<file path="config.mk">
export PLATFORM = sky130hd
export DESIGN_NAME = sorted_id_set_table_unit
export DESIGN_NICKNAME = d
export VERILOG_FILES = /design/src/sv/sist_pkg.sv /design/src/sv/sorted_id_set_table_unit.sv /design/src/sv/sist_cmp.sv /design/src/sv/sist_store.sv
export SDC_FILE = /design/constraint.sdc
export NUM_CORES = 2
export LEC_CHECK = 0
export BUFFER_PORTS_ARGS = -buffer_cell sky130_fd_sc_hd__buf_2
export CAP_MARGIN = 0
export CORE_AREA = 2 2 334 419
export DETAILED_ROUTE_END_ITERATION = 8
export DIE_AREA = 0 0 336 421
export PLACE_DENSITY_LB_ADDON = 0.1
export REMOVE_ABC_BUFFERS = 1
export SLEW_MARGIN = 20
export SYNTH_ARGS = -nofsm -noshare
export SYNTH_HDL_FRONTEND = slang
export SYNTH_HIERARCHICAL = 1
export SYNTH_SLANG_ARGS = --single-unit
</file>
<file path="constraint.sdc">
create_clock -name clk -period 5.4 [get_ports clk]
set_input_delay 0.54 -clock clk [delete_from_list [all_inputs] [get_ports clk]]
set_output_delay 0.54 -clock clk [all_outputs]
set_load 0.02 [all_outputs]
</file>
<file path="src/sv/sist_pkg.sv">
`timescale 1ns / 1ps
`default_nettype none

package sist_pkg;

	localparam int unsigned ID_W     = 31;
	localparam int unsigned STATUS_W = 3;
	localparam int unsigned MCOUNT_W = 7;

	// valid identifiers are 1 .. ID_LIMIT-1
	localparam logic [ID_W-1:0] ID_LIMIT = 31'd1234567890;

	typedef enum logic [1:0] {
		REQ_ADD    = 2'd0,
		REQ_REMOVE = 2'd1,
		REQ_LOOKUP = 2'd2
	} req_kind_t;

	typedef enum logic [STATUS_W-1:0] {
		STAT_OK      = 3'd0,
		STAT_INVALID = 3'd1,
		STAT_PRESENT = 3'd2,
		STAT_ABSENT  = 3'd3,
		STAT_FULL    = 3'd4
	} status_t;

	typedef enum logic [3:0] {
		S_IDLE,
		S_SCAN_RD,
		S_SCAN_CMP,
		S_DECIDE,
		S_UP_RD,
		S_UP_WR,
		S_DN_RD,
		S_DN_WR,
		S_FINISH
	} state_t;

	typedef struct packed {
		logic lt;
		logic eq;
		logic in_range;
	} cmp_res_t;

endpackage

`default_nettype wire

</file>
<file path="src/sv/sorted_id_set_table_unit.sv">
`timescale 1ns / 1ps
`default_nettype none

// sorted identifier set: keeps up to CAPACITY identifiers in ascending order
// in a single-port-write, single-port-read memory, one compare unit shared
// by the scan and decide steps of a small sequencer.
// s_* channel: one request word, tuser = request kind, tdata = identifier.
// m_* channel: one result word per request, tdata = status and member count.
// a request is taken only while the sequencer is idle. it first walks the
// table from slot 0, reading and comparing one slot at a time, until it finds the
// first entry not below the identifier; an add then moves the upper entries
// up one slot and a remove moves them down, a read and a write per moved entry.
// the sequencer passes through idle once per request, so a new request is
// taken only once the result of the previous one has been loaded.
// the result sits in an output register; if the receiver stalls, the
// sequencer waits in its last state and takes no new request meanwhile.
// reset empties the set at once (count cleared); table contents are not
// cleared since only slots below the count are ever read.
module sorted_id_set_table_unit #(
	parameter int unsigned CAPACITY = 64
) (
	input  wire logic        clk,
	input  wire logic        arst_n,
	input  wire logic        s_tvalid,
	output logic             s_tready,
	input  wire logic [31:0] s_tdata,  // [30:0] ident
	input  wire logic [1:0]  s_tuser,  // [1:0] req_type
	output logic             m_tvalid,
	input  wire logic        m_tready,
	output logic      [15:0] m_tdata   // [2:0] status, [9:3] member_count
);
	import sist_pkg::*;

	localparam int unsigned AW = (CAPACITY > 1) ? $clog2(CAPACITY) : 1;
	localparam int unsigned CW = $clog2(CAPACITY + 1);

	state_t state_q, state_d;

	logic [CW-1:0]       count_q, p_q, i_q;
	logic [1:0]          kind_q;
	logic [ID_W-1:0]     id_q;
	logic                held_q;
	logic [STATUS_W-1:0] status_q;
	logic                m_tvalid_q;
	logic [STATUS_W-1:0] out_status_q;
	logic [MCOUNT_W-1:0] out_count_q;

	logic            mem_we, mem_re;
	logic [AW-1:0]   mem_waddr, mem_raddr;
	logic [ID_W-1:0] mem_wdata, mem_rdata;
	cmp_res_t        cmp;

	logic          accept, out_free, scan_end, is_full, up_done, dn_done;
	logic [CW-1:0] i_plus, i_minus;

	sist_store #(
		.DEPTH (CAPACITY),
		.AW    (AW)
	) u_store (
		.clk   (clk),
		.we    (mem_we),
		.waddr (mem_waddr),
		.wdata (mem_wdata),
		.re    (mem_re),
		.raddr (mem_raddr),
		.rdata (mem_rdata)
	);

	sist_cmp u_cmp (
		.entry (mem_rdata),
		.ident (id_q),
		.res   (cmp)
	);

	assign accept   = s_tvalid && s_tready;
	assign out_free = !m_tvalid_q || m_tready;
	assign scan_end = p_q >= count_q;
	assign is_full  = count_q == CW'(CAPACITY);
	assign i_plus   = i_q + CW'(1);
	assign i_minus  = i_q - CW'(1);
	assign up_done  = i_q == p_q;
	assign dn_done  = i_plus >= count_q;

	assign s_tready = state_q == S_IDLE;
	assign m_tvalid = m_tvalid_q;
	assign m_tdata  = {6'd0, out_count_q, out_status_q};

	// next state
	always_comb begin
		state_d = state_q;
		unique case (state_q)
			S_IDLE: begin
				if (s_tvalid) state_d = S_SCAN_RD;
			end
			S_SCAN_RD: begin
				state_d = scan_end ? S_DECIDE : S_SCAN_CMP;
			end
			S_SCAN_CMP: begin
				state_d = cmp.lt ? S_SCAN_RD : S_DECIDE;
			end
			S_DECIDE: begin
				state_d = S_FINISH;
				unique case (kind_q)
					REQ_ADD: begin
						if (cmp.in_range && !held_q && !is_full) state_d = S_UP_RD;
					end
					REQ_REMOVE: begin
						if (cmp.in_range && held_q) state_d = S_DN_RD;
					end
					default: state_d = S_FINISH;
				endcase
			end
			S_UP_RD: begin
				state_d = up_done ? S_FINISH : S_UP_WR;
			end
			S_UP_WR: state_d = S_UP_RD;
			S_DN_RD: begin
				state_d = dn_done ? S_FINISH : S_DN_WR;
			end
			S_DN_WR: state_d = S_DN_RD;
			S_FINISH: begin
				if (out_free) state_d = S_IDLE;
			end
			default: state_d = S_IDLE;
		endcase
	end

	// memory port control
	always_comb begin
		mem_we    = 1'b0;
		mem_waddr = i_q[AW-1:0];
		mem_wdata = mem_rdata;
		mem_re    = 1'b0;
		mem_raddr = p_q[AW-1:0];
		unique case (state_q)
			S_SCAN_RD: begin
				mem_re = !scan_end;
			end
			S_UP_RD: begin
				if (up_done) begin
					mem_we    = 1'b1;
					mem_waddr = p_q[AW-1:0];
					mem_wdata = id_q;
				end else begin
					mem_re    = 1'b1;
					mem_raddr = i_minus[AW-1:0];
				end
			end
			S_UP_WR: mem_we = 1'b1;
			S_DN_RD: begin
				mem_re    = !dn_done;
				mem_raddr = i_plus[AW-1:0];
			end
			S_DN_WR: mem_we = 1'b1;
			default: begin
				mem_we = 1'b0;
				mem_re = 1'b0;
			end
		endcase
	end

	always_ff @(posedge clk or negedge arst_n) begin
		if (!arst_n) begin
			state_q    <= S_IDLE;
			count_q    <= '0;
			m_tvalid_q <= 1'b0;
		end else begin
			state_q <= state_d;
			if (state_q == S_UP_RD && up_done) begin
				count_q <= count_q + CW'(1);
			end else if (state_q == S_DN_RD && dn_done) begin
				count_q <= count_q - CW'(1);
			end
			if (state_q == S_FINISH && out_free) begin
				m_tvalid_q <= 1'b1;
			end else if (m_tready) begin
				m_tvalid_q <= 1'b0;
			end
		end
	end

	// request payload, scan position and result word
	always_ff @(posedge clk) begin
		if (accept) begin
			kind_q <= s_tuser;
			id_q   <= s_tdata[ID_W-1:0];
			p_q    <= '0;
		end
		if (state_q == S_SCAN_RD && scan_end) begin
			held_q <= 1'b0;
		end
		if (state_q == S_SCAN_CMP) begin
			if (cmp.lt) begin
				p_q <= p_q + CW'(1);
			end else begin
				held_q <= cmp.eq;
			end
		end
		if (state_q == S_DECIDE) begin
			i_q <= (kind_q == REQ_ADD) ? count_q : p_q;
			unique case (kind_q)
				REQ_ADD: begin
					priority if (!cmp.in_range) status_q <= STAT_INVALID;
					else if (held_q)            status_q <= STAT_PRESENT;
					else if (is_full)           status_q <= STAT_FULL;
					else                        status_q <= STAT_OK;
				end
				REQ_REMOVE: begin
					priority if (!cmp.in_range) status_q <= STAT_INVALID;
					else if (!held_q)           status_q <= STAT_ABSENT;
					else                        status_q <= STAT_OK;
				end
				REQ_LOOKUP: status_q <= held_q ? STAT_OK : STAT_ABSENT;
				default:    status_q <= STAT_INVALID;
			endcase
		end
		if (state_q == S_UP_WR) begin
			i_q <= i_minus;
		end
		if (state_q == S_DN_WR) begin
			i_q <= i_plus;
		end
		if (state_q == S_FINISH && out_free) begin
			out_status_q <= status_q;
			out_count_q  <= MCOUNT_W'(count_q);
		end
	end

endmodule

`default_nettype wire

</file>
<file path="src/sv/sist_cmp.sv">
`timescale 1ns / 1ps
`default_nettype none

module sist_cmp (
	input  wire logic [sist_pkg::ID_W-1:0] entry,
	input  wire logic [sist_pkg::ID_W-1:0] ident,
	output sist_pkg::cmp_res_t             res
);
	import sist_pkg::*;

	always_comb begin
		res.lt       = entry < ident;
		res.eq       = entry == ident;
		res.in_range = (ident != '0) && (ident < ID_LIMIT);
	end

endmodule

`default_nettype wire

</file>
<file path="src/sv/sist_store.sv">
`timescale 1ns / 1ps
`default_nettype none

module sist_store #(
	parameter int unsigned DEPTH = 64,
	parameter int unsigned AW    = 6
) (
	input  wire logic                      clk,
	input  wire logic                      we,
	input  wire logic [AW-1:0]             waddr,
	input  wire logic [sist_pkg::ID_W-1:0] wdata,
	input  wire logic                      re,
	input  wire logic [AW-1:0]             raddr,
	output logic      [sist_pkg::ID_W-1:0] rdata
);
	import sist_pkg::*;

	logic [ID_W-1:0] mem [DEPTH];

	always_ff @(posedge clk) begin
		if (we) begin
			mem[waddr] <= wdata;
		end
	end

	always_ff @(posedge clk) begin
		if (re) begin
			rdata <= mem[raddr];
		end
	end

endmodule

`default_nettype wire

</file>
==> metrics.cfg <==
[placement]
gp_congestion = 0.870
dp_hpwl_um = 116000
place_ws_ps = 805
io_buffer_count = 48
dp.cells = 5822
postPlaceCellArea_um2 = 85900

[setup_path]
r2r_end = u_store/rdata[5]
crit_fanout = 25
timing.rr.start = p_q[1]
regToRegSetupSlack_ps = 720
cp-startpoint = p_q[1]
critPathSlowestCell = o31ai_1
slowest_delay_ps = 980
required_ps = 6090
critPathLaunchType = flip-flop
critPathKind = reg2reg
cp-end-kind = flip-flop
cp_common_cell = buf_12
arrival_ps = 5370
worstRegToRegCells = 11
endpoint = u_store/rdata[5]
path_cells = xor2_1 > nor3_1 > a311o_1 > o21ai_4 > buf_12 > buf_12 > mux4_2 > o22ai_1 > a21o_1 > o31ai_1 > and3_1

[sta]
tns_ps = 0
max_freq_mhz = 214
report.final.slew_viol_count = 0
grt_setup_unrepaired = no
slew-limit-headroom = 0.230
hold_violations = 0
fin_skew_ps = 32.9
setup_viol = 0
tightest_slew_ps = 1140
setup_slack_ps = 723
finalCritPeriodShare = 0.866
min_period_ps = 4680

[floorplanning]
die_area_um2 = 141000
ios = 56
initial_core_util = 0.594
die_y_um = 421
core-area_um2 = 138000
die_x_um = 336
num_rows = 153

[pwr]
max-vdd-ir-drop_v = 0.000363
p_per_area_nw_per_um2 = 521
p_leak_nw = 29.0

[yosys]
ys_async_sr_fraction = 0.00575
yosys.area.top_type = edfxtp_1
postSynthCellCount = 3936
synth_commonest_cells = edfxtp_1 (2068), mux4_2 (403), mux2i_1 (307)
yosysWarnings = 6
syn_avg_cell_area_um2 = 20.8
synth_top_area_frac = 0.758
synth_seq_cells = 2088
synth_cell_type_count = 73
syn-cell-area_um2 = 82000
synthFlopType = edfxtp_1
yosysSeqAreaShare = 0.763
synth-edff-count = 2068
yosys.cell_count.top_type = edfxtp_1
synth.area.top_cells = edfxtp_1 (76%), mux4_2 (11%), mux2i_1 (3.7%), a22oi_1 (0.95%), ha_1 (0.81%)

[detailed_routing]
ant_nets = 0
drt-total-wl_um = 203000
via_per_inst = 6.54
drtPass1Iterations = 6
first_iter_violations = 4490
vias = 40700
drc_errors = 0
route.detailed.wl_per_inst_um = 32.6

[clock_tree]
root_buffer = clkbuf_16
clock_latency_ps = 820
postCtsHoldBufs = 31
cts_num_sinks = 2088
h-tree-depth = 4
cts_resized = 0
postCtsSetupRepairBufs = 0
cts_buffers = 193
clkTransAtPathRegs_ps = 60
cts_tree = built
clock_tree.buffer_depth = 3

[global_route]
track_usage = 0.293
grt-ovfl-total = 0
grt_pass1_vias = 40200
grt_pass1_wl_um = 290000
grt_max_degree = 110
antenna_found_initial = 11

[layout]
stdcell_count = 6213
final_util = 0.668
syn2layout_area_growth_pct = 12.5
fin_area_um2 = 92200
drive_gt1_frac = 0.241
nets = 4280

[outcome]
outcome = completed

[worst_hold_path]
worstHoldPathType = in2reg

[flow_run]
drv_cap = 0

## critical path, delay by kind of cell, from the launching register on
family | cells | cell delay (ps)
mux | 1 | 260
compound gates | 5 | 2490
simple gates | 2 | 390
buf+inv | 2 | 570
flops | 1 | 540
xor+xnor | 1 | 240
## routing by layer
layer,track usage,vias to the layer above,wire (um),part of all wire
met5,0,-,38,0.00019
met3,0.0494,317,16200,0.080
met1,0.400,21700,76800,0.38
li1,-,16900,-,-
met2,0.476,1699,101000,0.50
met4,0.115,6,8570,0.042
## state kept, by name (all words and copies together) (netlist names), 4 cells and up
signal         flops
count_q            7
i_q                7
id_q              31
out_count_q        7
p_q                7
state_q            4
u_store/mem     1984
u_store/rdata     31
## where the power goes
part,internal (W),switching [W],total [W]
registers,0.0207,0.000315,0.0210
logic,0.00507,0.00897,0.0140
clock network,0.00728,0.00571,0.0130
## per-stage QoR
stage                     hold slack (ps)  total power [W]
after floorplan                       244           0.0297
after global placement                407           0.0352
after detailed placement              412           0.0355
after CTS                            6.20           0.0484
after global routing                 20.5           0.0497
final                                69.0           0.0480
## layout by cell type, fill, tap and decap left out, types with 11 or more instances in the layout
cell type	synthesis	routed
dfrtp_1	12	12
and3_1	28	28
clkbuf_16	0	199
clkbuf_1	92	42
mux2_4	29	29
o31ai_1	26	25
clkinv_2	0	39
a21o_1	30	30
nand4_1	11	11
a31oi_1	55	55
a21oi_1	36	36
o21ai_0	73	72
a22oi_1	104	104
ha_1	53	53
o22ai_1	85	85
dlygate4sd3_1	0	31
nor3_1	18	16
xor2_1	19	19
clkinv_1	1	50
nand2_1	50	50
nor2_4	0	63
mux2_2	13	13
buf_12	0	34
nand3_1	22	22
buf_2	85	48
inv_1	46	45
mux4_2	403	403
edfxtp_1	2068	2068
mux2i_1	307	307
bufinv_16	0	12
nor2_1	106	42
buf_4	30	164
## kinds of logic (layout without fill, tap and decap cells)
| group | Yosys count | in the layout | share of synthesized area |
|---|---|---|---|
| flops | 2088 | 2088 | 0.763 |
| mux | 752 | 752 | 0.155 |
| compound gates | 451 | 451 | 0.0363 |
| simple gates | 288 | 288 | 0.0181 |
| buf+inv | 275 | 678 | 0.0158 |
| fa+ha+maj | 54 | 54 | 0.00833 |
| xor+xnor | 27 | 27 | 0.00288 |
| other cells | 1 | 15 | 0.0000457 |
## how the worst min path moves through the flow
| stage | slack, ps | cells after the start | endpoint | startpoint |
|---|---|---|---|---|
| global placement | 410 | 0 | out_status_q[1] | status_q[1] |
| global route | 20 | 1 | id_q[13] | s_tdata[13] |
| floorplan | 240 | 0 | count_q[0] | arst_n |
| detailed placement | 410 | 0 | out_status_q[0] | status_q[0] |
| finish | 70 | 1 | id_q[8] | s_tdata[8] |
| CTS | 6 | 1 | id_q[13] | s_tdata[13] |
## cell type report
| type | instances | area [um2] |
|---|---|---|
| Multi-Input combinational cell | 1578 | 18700 |
| Antenna cell | 9 | 22.5 |
| Sequential cell | 2088 | 62600 |
| Timing Repair Buffer | 277 | 2460 |
| Clock buffer | 241 | 5140 |
| Inverter | 50 | 188 |
| Clock inverter | 110 | 823 |
| Fill cell | 8938 | 45800 |
| Tap cell | 1860 | 2330 |
Note: power is estimated with default switching activity, not from simulation.
